File: config.mk
export PLATFORM = sky130hd
export DESIGN_NAME = dependency_topological_sort_top
export DESIGN_NICKNAME = d
export VERILOG_FILES = /design/src/design/dts_pkg.sv /design/src/design/dependency_topological_sort_top.sv /design/src/design/dts_edge_mem.sv /design/src/design/dts_order_mem.sv /design/src/design/dts_pending.sv
export VERILOG_INCLUDE_DIRS = /design/src /design/src/design
export SDC_FILE = /design/constraint.sdc
export NUM_CORES = 1
export LEC_CHECK = 0
export BUFFER_PORTS_ARGS = -buffer_cell sky130_fd_sc_hd__buf_2
export CAP_MARGIN = 30
export CORE_ASPECT_RATIO = 1.75
export CORE_MARGIN = 1.5
export CORE_UTILIZATION = 45
export CTS_BUF_LIST = sky130_fd_sc_hd__clkbuf_8
export DETAILED_ROUTE_END_ITERATION = 8
export PLACE_DENSITY = 0.68
export REMOVE_ABC_BUFFERS = 1
export SLEW_MARGIN = 20
export SYNTH_ARGS = -nofsm -noshare
export SYNTH_HDL_FRONTEND = slang
export SYNTH_SLANG_ARGS = --single-unit
File: constraint.sdc
create_clock -name clock -period 4.4 [get_ports clock]
set_input_delay 0.22 -clock clock [delete_from_list [all_inputs] [get_ports clock]]
set_output_delay 0.22 -clock clock [all_outputs]
set_load 0.01 [all_outputs]
File: src/design/assert_macros.svh
// Assertion helpers shared by the top, column store and pending counter files.
`ifndef ASSERT_MACROS_SVH
`define ASSERT_MACROS_SVH

// Concurrent check on an explicit clock, muted while reset is high.
`define DTS_ASSERT_CLK(label, clk, rst, prop, msg) \
   label: assert property (@(posedge clk) disable iff (rst) prop) else $error(msg);

// Same check on the house clock and reset names.
`define DTS_ASSERT(label, prop, msg) \
   `DTS_ASSERT_CLK(label, clock, reset, prop, msg)

`endif

File: src/design/dts_pkg.sv
`timescale 1ns / 1ps

package dts_pkg;

   localparam int SLOTS      = 16;
   localparam int NODES      = 16;
   localparam int LIVE_NODES = (NODES < SLOTS) ? NODES : SLOTS;
   localparam int IDX_W      = $clog2(SLOTS);
   localparam int CNT_W      = IDX_W + 1;
   localparam int MASK_W     = SLOTS;

   typedef enum logic [1:0] {
      OP_ADD   = 2'd0,
      OP_CLEAR = 2'd1,
      OP_SORT  = 2'd2,
      OP_NONE  = 2'd3
   } op_type;

   typedef enum logic [8:0] {
      S_IDLE    = 9'b000000001,
      S_ADD     = 9'b000000010,
      S_COUNT   = 9'b000000100,
      S_SEED    = 9'b000001000,
      S_PICK    = 9'b000010000,
      S_RELEASE = 9'b000100000,
      S_FINISH  = 9'b001000000,
      S_EMIT    = 9'b010000000,
      S_DRAIN   = 9'b100000000
   } state_type;

   // commands from the sequencer to the pending counters
   typedef struct packed {
      logic             init;
      logic             count_en;
      logic             seed;
      logic             release_en;
      logic             take_en;
      logic [IDX_W-1:0] take_node;
   } pend_cmd_type;

   // priority encoder, lowest set bit wins
   function automatic logic [IDX_W-1:0] lowest_set(input logic [MASK_W-1:0] mask);
      logic [IDX_W-1:0] pos;
      pos = '0;
      for (int i = MASK_W - 1; i >= 0; i--) begin
         if (mask[i]) pos = IDX_W'(i);
      end
      return pos;
   endfunction

endpackage

File: src/design/dependency_topological_sort_top.sv
`timescale 1ns / 1ps
`include "assert_macros.svh"

// Channel   | Ports                                     | Transfer
// ----------+-------------------------------------------+---------------------------------
// request   | start, busy, req_op, req_module_index,    | taken when start && !busy
//           | req_uses_mask                             |
// result    | rsp_strobe, rsp_module_out, rsp_last,     | one result per cycle, strobed,
//           | rsp_cycle_found, rsp_blocked_mask,        | no back-pressure
//           | rsp_empty_graph                           |
//
// Request steps: clear and a sort on an empty graph finish on acceptance; add is a
// read-modify-write sweep of the 16 column entries through one read and one write port.
// Other sorts: accept, count sweep, seed, then pick and release per ordered module, a
// last pick and finish; a cycle result ends it there, else one emit per result and a drain.
// Reset is synchronous and empties the graph at once through per-entry valid bits.
// busy stays high while a request is in work; results are never held off.
module dependency_topological_sort_top (
   input  logic                        clock,
   input  logic                        reset,
   input  logic                        start,
   output logic                        busy,
   input  logic [1:0]                  req_op,
   input  logic [dts_pkg::IDX_W-1:0]   req_module_index,
   input  logic [dts_pkg::MASK_W-1:0]  req_uses_mask,
   output logic                        rsp_strobe,
   output logic [dts_pkg::IDX_W-1:0]   rsp_module_out,
   output logic                        rsp_last,
   output logic                        rsp_cycle_found,
   output logic [dts_pkg::MASK_W-1:0]  rsp_blocked_mask,
   output logic                        rsp_empty_graph
);
   import dts_pkg::*;

   // sequencer state
   state_type         state_ff, state_in;
   logic [CNT_W-1:0]  cnt_ff, cnt_in;          // sweep counter, top bit marks sweep done
   logic [IDX_W-1:0]  idx_ff, idx_in;          // module being added
   logic [MASK_W-1:0] uses_ff, uses_in;        // its dependencies, self bit removed
   logic [MASK_W-1:0] present_ff, present_in;
   logic [CNT_W-1:0]  order_len_ff, order_len_in;
   logic [IDX_W-1:0]  raddr_ff, raddr_in;      // column read in flight
   logic              rvalid_ff, rvalid_in;
   logic [CNT_W-1:0]  emit_ff, emit_in;
   logic              emit_valid_ff, emit_valid_in;
   logic              emit_last_ff, emit_last_in;

   // result register
   logic              rsp_strobe_ff, rsp_strobe_in;
   logic [IDX_W-1:0]  rsp_module_ff, rsp_module_in;
   logic              rsp_last_ff, rsp_last_in;
   logic              rsp_cycle_ff, rsp_cycle_in;
   logic [MASK_W-1:0] rsp_blocked_ff, rsp_blocked_in;
   logic              rsp_empty_ff, rsp_empty_in;

   // column store
   logic              em_clear, em_rd_en, em_wr_en;
   logic [IDX_W-1:0]  em_rd_addr, em_wr_addr;
   logic [MASK_W-1:0] em_rd_data, em_wr_data;

   // order buffer
   logic              om_wr_en, om_rd_en;
   logic [IDX_W-1:0]  om_wr_addr, om_wr_data, om_rd_addr, om_rd_data;

   // pending counters
   pend_cmd_type      pcmd;
   logic [MASK_W-1:0] ready, blocked;

   logic              accept;
   logic [IDX_W-1:0]  pick_node;

   assign busy      = (state_ff != S_IDLE);
   assign accept    = start && !busy;
   assign pick_node = lowest_set(ready);

   always_comb begin
      state_in       = state_ff;
      cnt_in         = cnt_ff;
      idx_in         = idx_ff;
      uses_in        = uses_ff;
      present_in     = present_ff;
      order_len_in   = order_len_ff;
      raddr_in       = raddr_ff;
      rvalid_in      = 1'b0;
      emit_in        = emit_ff;
      emit_valid_in  = 1'b0;
      emit_last_in   = emit_last_ff;

      rsp_strobe_in  = 1'b0;
      rsp_module_in  = rsp_module_ff;
      rsp_last_in    = rsp_last_ff;
      rsp_cycle_in   = rsp_cycle_ff;
      rsp_blocked_in = rsp_blocked_ff;
      rsp_empty_in   = rsp_empty_ff;

      em_clear   = 1'b0;
      em_rd_en   = 1'b0;
      em_rd_addr = cnt_ff[IDX_W-1:0];
      em_wr_en   = 1'b0;
      em_wr_addr = raddr_ff;
      em_wr_data = em_rd_data | (MASK_W'(1) << idx_ff);

      om_wr_en   = 1'b0;
      om_wr_addr = order_len_ff[IDX_W-1:0];
      om_wr_data = pick_node;
      om_rd_en   = 1'b0;
      om_rd_addr = emit_ff[IDX_W-1:0];

      pcmd       = '0;
      pcmd.take_node = pick_node;

      // add and count both walk the column store once
      if ((state_ff == S_ADD || state_ff == S_COUNT) && !cnt_ff[CNT_W-1]) begin
         em_rd_en  = 1'b1;
         raddr_in  = cnt_ff[IDX_W-1:0];
         rvalid_in = 1'b1;
         cnt_in    = cnt_ff + 1'b1;
      end

      unique case (state_ff)
         S_IDLE: begin
            if (accept) begin
               unique case (op_type'(req_op))
                  OP_ADD: begin
                     // indexes past the live node count are dropped
                     if ({1'b0, req_module_index} < CNT_W'(LIVE_NODES)) begin
                        present_in = present_ff | (MASK_W'(1) << req_module_index);
                        idx_in     = req_module_index;
                        uses_in    = req_uses_mask & ~(MASK_W'(1) << req_module_index);
                        cnt_in     = '0;
                        state_in   = S_ADD;
                     end
                  end
                  OP_CLEAR: begin
                     present_in   = '0;
                     order_len_in = '0;
                     em_clear     = 1'b1;
                  end
                  OP_SORT: begin
                     if (present_ff == '0) begin
                        order_len_in   = '0;
                        rsp_strobe_in  = 1'b1;
                        rsp_module_in  = '0;
                        rsp_last_in    = 1'b1;
                        rsp_cycle_in   = 1'b0;
                        rsp_blocked_in = '0;
                        rsp_empty_in   = 1'b1;
                     end else begin
                        pcmd.init = 1'b1;
                        cnt_in    = '0;
                        state_in  = S_COUNT;
                     end
                  end
                  default: begin
                  end
               endcase
            end
         end
         S_ADD: begin
            // set this module's bit in each used column, one entry behind the read
            em_wr_en = rvalid_ff && uses_ff[raddr_ff];
            if (cnt_ff[CNT_W-1]) state_in = S_IDLE;
         end
         S_COUNT: begin
            pcmd.count_en = rvalid_ff;
            if (cnt_ff[CNT_W-1]) state_in = S_SEED;
         end
         S_SEED: begin
            pcmd.seed    = 1'b1;
            order_len_in = '0;
            state_in     = S_PICK;
         end
         S_PICK: begin
            if (ready == '0) begin
               state_in = S_FINISH;
            end else begin
               pcmd.take_en = 1'b1;
               om_wr_en     = 1'b1;
               order_len_in = order_len_ff + 1'b1;
               em_rd_en     = 1'b1;
               em_rd_addr   = pick_node;
               raddr_in     = pick_node;
               rvalid_in    = 1'b1;
               state_in     = S_RELEASE;
            end
         end
         S_RELEASE: begin
            // users of the picked module lose one pending dependency
            pcmd.release_en = rvalid_ff;
            state_in        = S_PICK;
         end
         S_FINISH: begin
            if (blocked != '0) begin
               rsp_strobe_in  = 1'b1;
               rsp_module_in  = '0;
               rsp_last_in    = 1'b1;
               rsp_cycle_in   = 1'b1;
               rsp_blocked_in = blocked;
               rsp_empty_in   = 1'b0;
               state_in       = S_IDLE;
            end else begin
               emit_in  = '0;
               state_in = S_EMIT;
            end
         end
         S_EMIT: begin
            om_rd_en      = 1'b1;
            emit_valid_in = 1'b1;
            emit_last_in  = (CNT_W'(emit_ff + 1'b1) == order_len_ff);
            emit_in       = emit_ff + 1'b1;
            if (emit_last_in) state_in = S_DRAIN;
         end
         S_DRAIN: begin
            // last buffered index reaches the result register here
            state_in = S_IDLE;
         end
         default: begin
            state_in = S_IDLE;
         end
      endcase

      // buffered order read lands in the cycle after issue
      if (emit_valid_ff) begin
         rsp_strobe_in  = 1'b1;
         rsp_module_in  = om_rd_data;
         rsp_last_in    = emit_last_ff;
         rsp_cycle_in   = 1'b0;
         rsp_blocked_in = '0;
         rsp_empty_in   = 1'b0;
      end
   end

   always_ff @(posedge clock) begin
      if (reset) begin
         state_ff      <= S_IDLE;
         cnt_ff        <= '0;
         present_ff    <= '0;
         order_len_ff  <= '0;
         rvalid_ff     <= 1'b0;
         emit_ff       <= '0;
         emit_valid_ff <= 1'b0;
         rsp_strobe_ff <= 1'b0;
      end else begin
         state_ff      <= state_in;
         cnt_ff        <= cnt_in;
         present_ff    <= present_in;
         order_len_ff  <= order_len_in;
         rvalid_ff     <= rvalid_in;
         emit_ff       <= emit_in;
         emit_valid_ff <= emit_valid_in;
         rsp_strobe_ff <= rsp_strobe_in;
      end
   end

   always_ff @(posedge clock) begin
      idx_ff         <= idx_in;
      uses_ff        <= uses_in;
      raddr_ff       <= raddr_in;
      emit_last_ff   <= emit_last_in;
      rsp_module_ff  <= rsp_module_in;
      rsp_last_ff    <= rsp_last_in;
      rsp_cycle_ff   <= rsp_cycle_in;
      rsp_blocked_ff <= rsp_blocked_in;
      rsp_empty_ff   <= rsp_empty_in;
   end

   dts_edge_mem u_edge_mem (
      .clock     (clock),
      .reset     (reset),
      .clear_all (em_clear),
      .rd_en     (em_rd_en),
      .rd_addr   (em_rd_addr),
      .rd_data   (em_rd_data),
      .wr_en     (em_wr_en),
      .wr_addr   (em_wr_addr),
      .wr_data   (em_wr_data)
   );

   dts_order_mem u_order_mem (
      .clock   (clock),
      .wr_en   (om_wr_en),
      .wr_addr (om_wr_addr),
      .wr_data (om_wr_data),
      .rd_en   (om_rd_en),
      .rd_addr (om_rd_addr),
      .rd_data (om_rd_data)
   );

   dts_pending u_pending (
      .clock   (clock),
      .reset   (reset),
      .cmd     (pcmd),
      .present (present_ff),
      .row     (em_rd_data),
      .ready   (ready),
      .blocked (blocked)
   );

   assign rsp_strobe       = rsp_strobe_ff;
   assign rsp_module_out   = rsp_module_ff;
   assign rsp_last         = rsp_last_ff;
   assign rsp_cycle_found  = rsp_cycle_ff;
   assign rsp_blocked_mask = rsp_blocked_ff;
   assign rsp_empty_graph  = rsp_empty_ff;

   `DTS_ASSERT(a_cycle_has_blocked, rsp_strobe_ff && rsp_cycle_ff |-> rsp_blocked_ff != '0, "cycle result without blocked modules")
   `DTS_ASSERT(a_order_fits, order_len_ff <= CNT_W'(SLOTS), "order length past buffer depth")
   `DTS_ASSERT(a_order_unbroken, rsp_strobe_ff && !rsp_last_ff |=> rsp_strobe_ff, "gap inside an order run")
   `DTS_ASSERT(a_status_is_last, rsp_strobe_ff && (rsp_cycle_ff || rsp_empty_ff) |-> rsp_last_ff, "status result not marked last")

endmodule

File: src/design/dts_edge_mem.sv
`timescale 1ns / 1ps
`include "assert_macros.svh"

// Column store: entry j holds the modules that use module j.
// Per-entry valid bits give the all-zero reset and a clear that empties every entry at once.
module dts_edge_mem (
   input  logic                        clock,
   input  logic                        reset,
   input  logic                        clear_all,
   input  logic                        rd_en,
   input  logic [dts_pkg::IDX_W-1:0]   rd_addr,
   output logic [dts_pkg::MASK_W-1:0]  rd_data,
   input  logic                        wr_en,
   input  logic [dts_pkg::IDX_W-1:0]   wr_addr,
   input  logic [dts_pkg::MASK_W-1:0]  wr_data
);
   import dts_pkg::*;

   logic [MASK_W-1:0] users_ff [SLOTS];
   logic [SLOTS-1:0]  valid_ff, valid_in;
   logic [MASK_W-1:0] rd_data_ff;
   logic              rd_live_ff;

   always_comb begin
      valid_in = valid_ff;
      if (clear_all) begin
         valid_in = '0;
      end else if (wr_en) begin
         valid_in[wr_addr] = 1'b1;
      end
   end

   always_ff @(posedge clock) begin
      if (reset) begin
         valid_ff <= '0;
      end else begin
         valid_ff <= valid_in;
      end
   end

   always_ff @(posedge clock) begin
      if (wr_en) begin
         users_ff[wr_addr] <= wr_data;
      end
      if (rd_en) begin
         rd_data_ff <= users_ff[rd_addr];
         rd_live_ff <= valid_ff[rd_addr];
      end
   end

   assign rd_data = rd_live_ff ? rd_data_ff : '0;

   `DTS_ASSERT(a_no_rw_same_entry, rd_en && wr_en |-> rd_addr != wr_addr, "read and write hit one entry")
   `DTS_ASSERT(a_clear_alone, clear_all |-> !wr_en && !rd_en, "clear overlaps an access")
   `DTS_ASSERT(a_write_marks_valid, wr_en |=> valid_ff[$past(wr_addr)], "written entry not valid")

endmodule

File: src/design/dts_order_mem.sv
`timescale 1ns / 1ps

// Order buffer: one module index per emitted slot, registered read.
module dts_order_mem (
   input  logic                       clock,
   input  logic                       wr_en,
   input  logic [dts_pkg::IDX_W-1:0]  wr_addr,
   input  logic [dts_pkg::IDX_W-1:0]  wr_data,
   input  logic                       rd_en,
   input  logic [dts_pkg::IDX_W-1:0]  rd_addr,
   output logic [dts_pkg::IDX_W-1:0]  rd_data
);
   import dts_pkg::*;

   logic [IDX_W-1:0] order_ff [SLOTS];
   logic [IDX_W-1:0] rd_data_ff;

   always_ff @(posedge clock) begin
      if (wr_en) begin
         order_ff[wr_addr] <= wr_data;
      end
      if (rd_en) begin
         rd_data_ff <= order_ff[rd_addr];
      end
   end

   assign rd_data = rd_data_ff;

endmodule

File: src/design/dts_pending.sv
`timescale 1ns / 1ps
`include "assert_macros.svh"

// Pending dependency counters and ready set, updated a whole column at a time.
module dts_pending (
   input  logic                        clock,
   input  logic                        reset,
   input  dts_pkg::pend_cmd_type       cmd,
   input  logic [dts_pkg::MASK_W-1:0]  present,
   input  logic [dts_pkg::MASK_W-1:0]  row,
   output logic [dts_pkg::MASK_W-1:0]  ready,
   output logic [dts_pkg::MASK_W-1:0]  blocked
);
   import dts_pkg::*;

   logic [CNT_W-1:0]  pend_ff [SLOTS];
   logic [CNT_W-1:0]  pend_in [SLOTS];
   logic [MASK_W-1:0] ready_ff, ready_in;
   logic [MASK_W-1:0] zero_vec, freed, take_mask;

   always_comb begin
      freed = '0;
      for (int i = 0; i < SLOTS; i++) begin
         zero_vec[i] = (pend_ff[i] == '0);
         pend_in[i]  = pend_ff[i];
         if (cmd.init) begin
            pend_in[i] = '0;
         end else if (cmd.count_en && present[i] && row[i]) begin
            pend_in[i] = pend_ff[i] + 1'b1;
         end else if (cmd.release_en && present[i] && row[i] && !zero_vec[i]) begin
            pend_in[i] = pend_ff[i] - 1'b1;
            freed[i]   = (pend_ff[i] == CNT_W'(1));
         end
      end
   end

   always_comb begin
      take_mask = cmd.take_en ? (MASK_W'(1) << cmd.take_node) : '0;
      priority if (cmd.init) begin
         ready_in = '0;
      end else if (cmd.seed) begin
         ready_in = present & zero_vec;
      end else begin
         ready_in = (ready_ff & ~take_mask) | freed;
      end
   end

   always_ff @(posedge clock) begin
      if (reset) begin
         ready_ff <= '0;
      end else begin
         ready_ff <= ready_in;
      end
   end

   // counters are rebuilt by every sort before use
   always_ff @(posedge clock) begin
      for (int i = 0; i < SLOTS; i++) begin
         pend_ff[i] <= pend_in[i];
      end
   end

   assign ready   = ready_ff;
   assign blocked = present & ~zero_vec;

   `DTS_ASSERT(a_take_is_ready, cmd.take_en |-> ready_ff[cmd.take_node], "took a module that was not ready")
   `DTS_ASSERT(a_one_phase, $countones({cmd.init, cmd.count_en, cmd.seed, cmd.release_en}) <= 1, "counter phases overlap")
   `DTS_ASSERT(a_seed_present, cmd.seed |=> (ready_ff & ~$past(present)) == '0, "absent module seeded ready")

endmodule

# Word-level counts from Yosys, hierarchy flattened
# Memory sizes are Yosys's and may differ from the RTL's. A register that Yosys moved wholly into a read port is not among the register bits.
# Index checks and enable logic that the tools add are counted.
[op_classes]
n_addsub = 35
muxes = 198
n_reduce_logical = 138
n_eq_ne = 45
bitwise_logic = 11
shift = 3
magnitude_cmp = 3
[op_table]
columns = ["cell", "count"]
rows = [
  ["$mux 5", 56],
  ["$mux 16", 7],
  ["$mux 4", 26],
  ["$add 5x1->5 const B", 19],
  ["$mux 1", 86],
  ["$logic_and 1x1->1", 84],
  ["$eq 5x1->1 const B", 16],
  ["$logic_not 5->1", 16],
  ["$sub 5x1->5 const B", 16],
  ["$and 16x16->16", 4],
  ["$or 16x16->16", 4],
  ["$pmux 16 s2", 2],
  ["$pmux 9 s7", 1],
  ["$not 16->16", 3],
  ["$shl 1x4->16 const A", 3],
  ["$mux 9", 5],
  ["$logic_not 16->1", 2],
  ["$pmux 5 s2", 3],
  ["$logic_not 1->1", 18],
  ["$pmux 9 s2", 1],
  ["$ne 2x2->1 const B", 8],
  ["$reduce_bool 16->1", 1],
  ["$ne 3x3->1 const B", 5],
  ["$pmux 5 s3", 1],
  ["other kinds (32)", 46],
]
[word_totals]
out_inout_bits = 25
n_memories = 3
reg_bits = 124
mem_bits_rw = 400
[mem_list]
columns = ["memory", "depth", "word_bits", "rd", "rd_ports_with_merged_regs", "wr", "line", "source"]
rows = [
  ["u_edge_mem.users_ff", 16, 16, 1, 1, 1, "dts_edge_mem.sv:19", "logic [MASK_W-1:0] users_ff [SLOTS];"],
  ["u_pending.pend_ff", 16, 5, 16, 0, 16, "dts_pending.sv:16", "logic [CNT_W-1:0] pend_ff [SLOTS];"],
  ["u_order_mem.order_ff", 16, 4, 1, 1, 1, "dts_order_mem.sv:15", "logic [IDX_W-1:0] order_ff [SLOTS];"],
]

# Longest topological paths before layout
# Gate-level depths: netlist of run 1.
[logic_depth]
ltp_word = 22
ltp_mapped = 13
depth_no_buf = 10

# Hierarchy
# From an unflattened synthesis of run 1, not the netlist that was laid out.
[hier_totals]
hier_cells = 1886
hier_area_um2 = 24641.1
[modules_own_cells]
columns = ["module", "seq_area_each_um2", "cells_per_inst", "area_per_inst_um2", "instances"]
rows = [
  ["dts_edge_mem", 8518.2, 493, 10900.5, 1],
  ["dts_pending", 1921.8, 810, 6600.1, 1],
  ["dependency_topological_sort_top", 2082.0, 453, 4434.3, 1],
  ["dts_order_mem", 2042.0, 130, 2706.3, 1],
]

# Worst setup path after synthesis of run 1
# No wires, ideal clock.
[synth_path]
path_kind = "register -> register"
start = "reg raddr_ff[0], in the netlist em_wr_addr[0]"
end = "mem u_edge_mem.users_ff[2][0] (netlist name), enable pin"
setup_ns = 0.412
path_slack_ns = 1.172
path_buffers = 1
path_stages_with_launch = 7
t_arrival_ns = 2.817
path_cell_list = "dfxtp_1 clkbuf_1 mux4_2 mux4_2 nand4_1 or3_1 nor3_1"
[synth_between]
elab_chain_cells = 6
[synth_rtl]
columns = ["item", "line", "source"]
rows = [
  ["start, declared", "dependency_topological_sort_top.sv:42", "logic [IDX_W-1:0] raddr_ff, raddr_in;"],
  ["start signal, assigned", "dependency_topological_sort_top.sv:258", "raddr_ff <= raddr_in;"],
  ["$bmux 1 s4", "dependency_topological_sort_top.sv:161", "em_wr_en = rvalid_ff && uses_ff[raddr_ff];"],
  ["$mux 1 (not written as such)", "dependency_topological_sort_top.sv:161", ""],
  ["$logic_and 1x1->1", "dependency_topological_sort_top.sv:161", ""],
  ["$mux 1", "dependency_topological_sort_top.sv:120", "unique case (state_ff)"],
  ["$mux 1", "dts_edge_mem.sv:42", "if (wr_en) begin"],
  ["$mux 1 (not written as such)", "dts_edge_mem.sv:43", "users_ff[wr_addr] <= wr_data;"],
  ["end, declared", "dts_edge_mem.sv:19", ""],
]
# Several ways; a longest one is shown, not always the timed one. The select of a mux whose other input is x is not followed.

# Worst setup path after layout of run 1
[layout_path]
start = "reg state_ff[3]"
end = "reg u_edge_mem.rd_data_ff[15] (read register of u_edge_mem.users_ff) (data pin)"
[layout_between]
elab_chain_cells = 6
[layout_rtl]
columns = ["item", "line", "source"]
rows = [
  ["start, declared", "dependency_topological_sort_top.sv:36", "state_type state_ff, state_in;"],
  ["start signal, assigned", "dependency_topological_sort_top.sv:244", "state_ff <= state_in;"],
  ["$eq 9x2->1 / $eq 9x3->1 (equally long branches)", "dependency_topological_sort_top.sv:113", "if ((state_ff == S_ADD || state_ff == S_COUNT) && !cnt_ff[CNT_W-1]) begin"],
  ["$logic_or 1x1->1", "dependency_topological_sort_top.sv:113", ""],
  ["$logic_and 1x1->1", "dependency_topological_sort_top.sv:113", ""],
  ["$mux 1", "dependency_topological_sort_top.sv:113", ""],
  ["$mux 1", "dependency_topological_sort_top.sv:174", "if (ready == '0) begin"],
  ["$mux 1", "dependency_topological_sort_top.sv:120", ""],
  ["end, declared", "dts_edge_mem.sv:21", "logic [MASK_W-1:0] rd_data_ff;"],
]
# Several ways; a longest one is shown, not always the timed one.
# A chain may end at the register's enable or synchronous reset.

==> results of run 1 <==
## placed cells by master (no fill, tap or decap), drive strengths merged, types with 62 or more instances in the layout
cell type / count
edfxtp: 367
nor2: 236
dfxtp: 177
clkbuf: 87
buf: 94
nand2: 176
a21oi: 131
o21ai: 62
a222oi: 66
inv: 80
## power by group
part / switching (mW) / leakage, nW / total, mW / internal [mW]
registers: 0.596 / 4.79 / 6.46 / 5.87
logic: 0.760 / 3.62 / 1.40 / 0.641
clock network: 1.96 / 0.875 / 3.96 / 2.00
total: 3.31 / 9.28 / 11.8 / 8.51
## logic make-up after synthesis
group / count (synthesis) / share of synthesized area, %
flip-flops: 544 / 62.5
buffers and inverters: 159 / 2.71
AO/OA/AOI/OAI: 404 / 12.0
multiplexers: 30 / 2.63
AND/OR/NAND/NOR: 701 / 14.5
XOR/XNOR: 73 / 2.74
adder cells (fa/ha/maj): 55 / 2.95
## critical path: cells and delay by family, from the launching register on
family / cells / cell delay, ns
buffers and inverters: 1 / 0.36
DFF: 1 / 0.37
and+or+nand+nor: 5 / 1.98
AOI/OAI and AO/OA: 3 / 0.86
## flip-flops by register name, summed over array words and instances (netlist names), 9 cells and up
signal                 cells
present_ff                16
rsp_blocked_mask          16
state_ff                   9
u_edge_mem.rd_data_ff     16
u_edge_mem.users_ff      256
u_edge_mem.valid_ff       16
u_order_mem.order_ff      64
u_pending.pend_ff         80
u_pending.ready           16
uses_ff                   16
## through the flow
stage	instances	setup WS, ns	hold slack [ns]	TNS, ns
2_1_floorplan	1861	-1.95	0.289	-169.74
3_3_place_gp	2625	0.677	0.432	0
3_5_place_dp	2626	0.560	0.434	0
4_1_cts	2790	0.508	0.0159	0
5_1_grt	2792	0.223	0.0534	0
6_report	2792	0.510	0.0404	0
## synth_stat cells (all sizes together), types with 33 or more instances
library cell	count	share of area (%)
edfxtp	367	47
nor2	236	3.8
dfxtp	177	15
nand2	176	2.8
a21oi	131	2.8
clkbuf	80	1.3
a222oi	66	2.8
o21ai	62	1.3
ha	55	3.0
inv	53	0.85
nand3	49	1.1
xor2	38	1.4
nor3	37	0.84
a41oi	35	1.3
xnor2	35	1.3
and3	34	0.91
nand2b	33	0.89
nor4	33	1.0
## routing by layer
| layer | wire (um) | vias up |
|---|---|---|
| met5 | 0 | - |
| met4 | 4540 | 0 |
| met3 | 3620 | 231 |
| met2 | 32500 | 670 |
| met1 | 21900 | 8111 |
| li1 | - | 7561 |
## cell type report
type	instances	area [um^2]	share of cell area [%]
Inverter	54	203	0.774
Sequential cell	544	14600	55.6
Multi-Input combinational cell	1263	8240	31.5
Timing Repair Buffer	117	823	3.14
Antenna cell	1	2.50	0.00955
Tap cell	672	841	3.21
Clock inverter	54	320	1.22
Clock buffer	87	1200	4.57
## worst paths after layout
kind,from,end,slack (ns),depth (start not counted)
min reg2reg,rsp_cycle_found,rsp_cycle_found,0.45,2
max reg2reg,state_ff[3],u_edge_mem.rd_data_ff[15],0.51,9
max,state_ff[3],u_edge_mem.rd_data_ff[15],0.51,9
min,req_op[1],state_ff[1],0.04,4
==> impl.org, run 1 <==
** Run status
- Status :: finished, final reports clean

** GRT
- The number of antenna violations at the first check in global routing was 1.
- GR Util met1 :: 24.4%
- Overall overflow remaining after global route :: 0
- Wire length of the first global-routing pass :: 94800 um
- Largest net degree at the start of global routing :: 66
- The via count of the first global-routing pass was 16695.
- Busiest layer in global routing :: met2
- For this run, global-route usage on met3 was measured as 3.95%.
- All-Layer GR Usage :: 23.5%
- In the global route stage, met2 resource usage came out at 42.4%.

** Floorplan
- DIE WIDTH :: 175 um
- Initial cell density of the core :: 45.4%
- Vertical die dimension :: 304 um
- Area enclosed by the die boundary :: 53200 um^2
- Number of top-level pins :: 50
- Core Rows :: 110
- Core area :: 51300 um^2

** Setup path
- Of all nets on the critical path, the largest fanout is 65.
- The largest single stage delay on the critical path is 0.54 ns.
- Slowest cell on crit path :: or4_1
- The setup path with the least slack is of type reg -> reg.
- Worst Path Required :: 4.79 ns
- STA classifies the critical path endpoint as a flip-flop.
- The worst setup path is launched from a flip-flop.
- The critical path goes through nor4_4 -> and4_1 -> o21ai_2 -> and3_1 -> or2_2 -> buf_4 -> a222oi_1 -> a21oi_1 -> or4_1.
- Critical path arrival :: 4.28 ns

** Synth
- In this run, synthesis inferred 367 flip-flops with an integrated enable.
- Average cell area after synthesis :: 11.9 um^2
- In the synthesized netlist the async set-or-reset flop fraction comes to 0%.
- Post-synth design cell area :: 23300 um^2
- After synthesis, flip-flops and latches occupy 62.5% of the total area.
- In the synthesized netlist the dominant register cell turns out to be edfxtp_1.
- Synth warnings :: 0
- Syn Inst Count :: 1966
- FF+latch count, synth :: 544
- Number of different library cells in the post-synthesis netlist :: 71

** Route
- Iteration count of the initial detailed-routing pass :: 9
- Post-detailed-route DRC marker count :: 0
- Wire length reported by the detailed router :: 62500 um
- Starting DRC count in detailed routing :: 1666
- Dividing the detail-routed via count by the number of cells gives 5.94.
- Routed len/inst :: 22.4 um
- The detail route stage leaves a number of antenna-violating nets equal to 0.
- Detailed routing inserted a total of 16573 vias.

** Clock network
- Number of clock sinks :: 544
- Max clock buf depth :: 3
- In this run the number of H-tree levels came out at 3.
- Source-to-sink clock delay at the later pin of the worst-skew pair :: 0.67 ns
- Number of setup buffers added after CTS :: 0
- The tree is rooted in a clkbuf_8.
- TritonCTS built the clock tree.
- CTS Buf Count :: 78
- Post-CTS Hold Fix Bufs :: 23
- Clock transition at the registers of the reported paths :: 0.07 ns
- PostCTS Resize Cnt :: 0

** STA
- Timing would allow up to 0.257 GHz.
- Max-slew headroom at the worst pin :: 31.7%
- The max-slew violation count is 0.
- Final worst-path cycle share :: 88.4%
- Final number of setup-violating endpoints :: 0
- Setup repair after global routing missed its margin :: no
- Final hold viol count :: 0
- Slew @ Worst Pin :: 1.02 ns
- The worst path needs 3.89 ns of the cycle, external delays included.
- Final worst clock skew :: 0.0358 ns

** Worst hold path
- The min-delay analysis places its worst path in the category in -> reg.

** Layout
- For this run, the share of the core covered by cells in the final layout is 51.0%.
- Area Growth Syn to Fin :: 12.3%
- Layout cell share with drive strength beyond 1 :: 13.1%
- In the final design database the tool counted 2138 nets.
- Finished layout cell area :: 26200 um^2
- Filler Cells Inserted :: 4377

** Power
- Static Leak :: 9.28 nW
- For this design the ratio of total power to cell area is 451 nW/um^2.
- Power after layout :: 11.8 mW
- The worst-case IR drop observed on VDD is 228 uV.

** Placed design
- Post-place instance area :: 24400 um^2
- The HPWL after detailed placement is 41000 um.
- Port buffering added 49 buffers.
- The congestion estimate from routability-driven global placement came to 0.902.

** Job
- Max-capacitance violation count :: 0
Power figures use the tool's default switching activity.
==> inputs of run 2 (changes only) <==
- CTS_BUF_LIST: sky130_fd_sc_hd__clkbuf_8 -> sky130_fd_sc_hd__clkbuf_4
- PLACE_DENSITY: 0.68 -> 0.61
==> run 2 against run 1 <==
Design area rose by 0.88%. Sequential share of layout area decreased by 0.49 points. Flip-flop and latch count unchanged. The flow now finishes with violations (design-rule violations). Register-to-register slack gained 0.07 ns. Setup slack improved by 0.065 ns. First-iteration DRC count down 9.1%. Count of clock-buffer cells in the layout rose by 83. Global-route usage rose by 0.41 points. Non-clock buffer count rose by 24. Critical path depth unchanged. Sequential power is essentially flat. Total power down 0.80%. Critical path type unchanged.
==> impl.org, run 2 (synthesis results as in run 1) <==
** Layout
- Most frequent standard cell in the layout excluding fill and tap cells :: edfxtp_1
- Relative to the synthesized area, the layout overhead comes to 13.3%.
- Layout cell share with drive strength beyond 1 :: 16.3% (+3.2 points)
- Largest register by flop count :: u_edge_mem.users_ff
- The number of fill cells in the layout was 4485 (+2.5%).
- The share of the core filled with cells in the final layout was 51.5% (+0.45 points).
- The number of nets in the final layout was 2204 (+3.1%).
- Max reg flops :: 256 (unchanged)
- Area taken by multi-input logic gates :: 8220 um^2 (-0.21%)
- Combined flip-flop and latch cell area :: 14600 um^2 (unchanged)
- The final design instance area without fill came to 26400 um^2 (+0.88%).
- In the layout the commonest cells are 367 x edfxtp_1, 222 x nor2_1, 177 x dfxtp_1.
- The non-filler instance count after layout is 2895 (+3.7%).
- Largest registers in the final layout :: u_edge_mem.users_ff x256, u_pending.pend_ff x80, u_order_mem.order_ff x64

** STA
- The count of final setup violators is 0 (unchanged).
- The maximum clock skew at final layout came to 0.0798 ns (+0.0440 ns).
- Final hold viol count :: 0 (unchanged)
- The slew of the pin with the lowest slew margin was 1.01 ns (-0.0123 ns).
- Post-layout minimum cycle time :: 3.83 ns (-0.0654 ns)
- The max-slew violation count was 0 (unchanged).
- Setup repair after global routing missed its margin :: no
- Final worst-path cycle share :: 86.9% (-1.5 points)
- The post-layout worst setup margin was 0.575 ns (+0.0654 ns).
- Max-slew headroom at the worst pin :: 32.5% (+0.82 points)
- Max Clock Freq :: 0.261 GHz (+1.7%)

** Power
- Ratio of total power to cell area :: 444 nW/um^2 (-1.7%)
- The total power of the final layout is 11.7 mW (-0.80%).
- The highest ir drop seen on vdd is 193 uV (-15%).
- Static Leak :: 9.43 nW (+1.6%)

** Placed design
- The number of cells in the design after placement came to 2636 (+0.38%).
- The number of input and output port buffers inserted was 49 (unchanged).
- Routability cong. :: 0.939 (+4.0%)
- The area after detailed placement came to 24500 um^2 (+0.31%).
- The detailed placer's ending HPWL is 41300 um (+0.66%).
- The worst setup timing slack at the placement stage came to 0.715 ns (+0.155 ns).

** Clock network
- Clock transition at the registers of the reported paths :: 0.08 ns (about the same)
- Max clock buf depth :: 3 (unchanged)
- The total CTS buffers was 120 (+54%).
- Number of H-tree branching levels :: 3 (unchanged)
- Master cell of the clock root buffer :: clkbuf_4
- Number of clock sinks :: 544 (unchanged)
- TritonCTS built the clock tree.
- Source-to-sink clock delay at the later pin of the worst-skew pair :: 0.89 ns (+0.22 ns)

** Setup path
- STA classifies the critical path endpoint as a flip-flop.
- CP max FO :: 65 (unchanged)
- Critical path startpoint category :: flip-flop
- Worst Path Required :: 4.98 ns (+0.19 ns)
- Worst R2R Start :: state_ff[3]
- The critical path is of the reg -> reg type.
- The most critical setup path has its startpoint at state_ff[3].
- Critical path arrival :: 4.41 ns (+0.13 ns)

** Floorplan
- Number of top-level pins :: 50 (unchanged)
- Initial cell density of the core :: 45.4% (unchanged)
- The area enclosed by the die boundary was 53200 um^2 (unchanged).
- The total core area is 51300 um^2 (unchanged).
- The height of the die was 304 um (unchanged).
- The number of cell rows came to 110 (unchanged).
- The die width was 175 um (unchanged).

** GRT
- Largest net degree at the start of global routing :: 66 (unchanged)
- The global-route total usage across every layer was 23.9% (+0.41 points).
- Overall overflow remaining after global route :: 0 (unchanged)
- Wire length of the first global-routing pass :: 96700 um (+2.0%)
- The number of antenna violations at the first check in global routing is 1 (unchanged).
- The via count of the first global-routing pass came to 17079 (+2.3%).

** Route
- Iteration count of the initial detailed-routing pass :: 9 (unchanged)
- Via count :: 16810 (+1.4%)
- Post-detailed-route DRC marker count :: 15 (+15)
- The first-iteration detailed-routing DRC count is 1515 (-9.1%).
- The via-per-instance ratio was 5.81 (-2.2%).
- Number of nets with antenna violations after routing :: 0 (unchanged)
- The total wire length was 63000 um (+0.77%).
- Routed len/inst :: 21.8 um (-2.8%)

** Run status
- The flow ran to the end, but the final reports show violations.
- Violations in the final reports :: design-rule violations

** Job
- Max-capacitance violation count :: 0 (unchanged)

** Worst hold path
- The worst hold path belongs to the class in -> reg.
- Hold Crit Start :: req_module_index[3]
-- run 2: path summary, 6_finish.rpt --
check	end	slack [ns]	depth (start not counted)
worst min register to register	rsp_blocked_mask[15]	0.45	2
worst max register to register	u_edge_mem.rd_data_ff[8]	0.57	9
worst max-delay path	u_edge_mem.rd_data_ff[8]	0.57	9
worst min-delay path	idx_ff[3]	0.13	2
-- run 2: timing repair --
item / CTS / global route
endpoints found under the hold margin: 70 / 0
buffers inserted: 0 / 0
resized for setup: 0 / 0
setup endpoints to repair: 0 / 0
hold buffers: 37 / 0
-- run 2: layout make-up --
class / count / share of cell area, %
timing repair buffer: 141 / 3.99
multi-input combinational: 1263 / 31.1
inverter: 54 / 0.767
sequential: 544 / 55.1
antenna: 2 / 0.0189
clock inverter: 49 / 0.971
clock buffer: 170 / 4.83
tap: 672 / 3.18
-- run 2: worst max-delay path, stage by stage, from the launching register on --
cell and delay [ns]:
dfxtp_1 0.37, nor4_4 0.42, and4_1 0.49, o21ai_2 0.16
and3_1 0.24, or2_2 0.29, buf_4 0.37, a222oi_1 0.45
a21oi_1 0.12, or4_1 0.56
-- run 2: routing by layer --
metal	up-vias	share of wire (%)	global-route usage, %
li1	7781	-	-
met1	8218	37	26.2
met2	634	52	43.3
met3	177	5.9	3.99
met4	0	5.1	13.4
met5	-	0	0
-- run 2: power by group --
group	internal (mW)	leakage (nW)	switching [mW]
logic	0.652	3.74	0.763
clock network	1.90	0.903	1.96
registers	5.86	4.79	0.592
-- run 2: per-stage QoR --
| step | hold slack (ns) | setup TNS [ns] |
|---|---|---|
| after global placement | 0.428 | 0 |
| after detailed placement | 0.438 | 0 |
| after global routing | 0.136 | 0 |
| after CTS | 0.0676 | 0 |
| after floorplan | 0.289 | -169.74 |
| final | 0.135 | 0 |
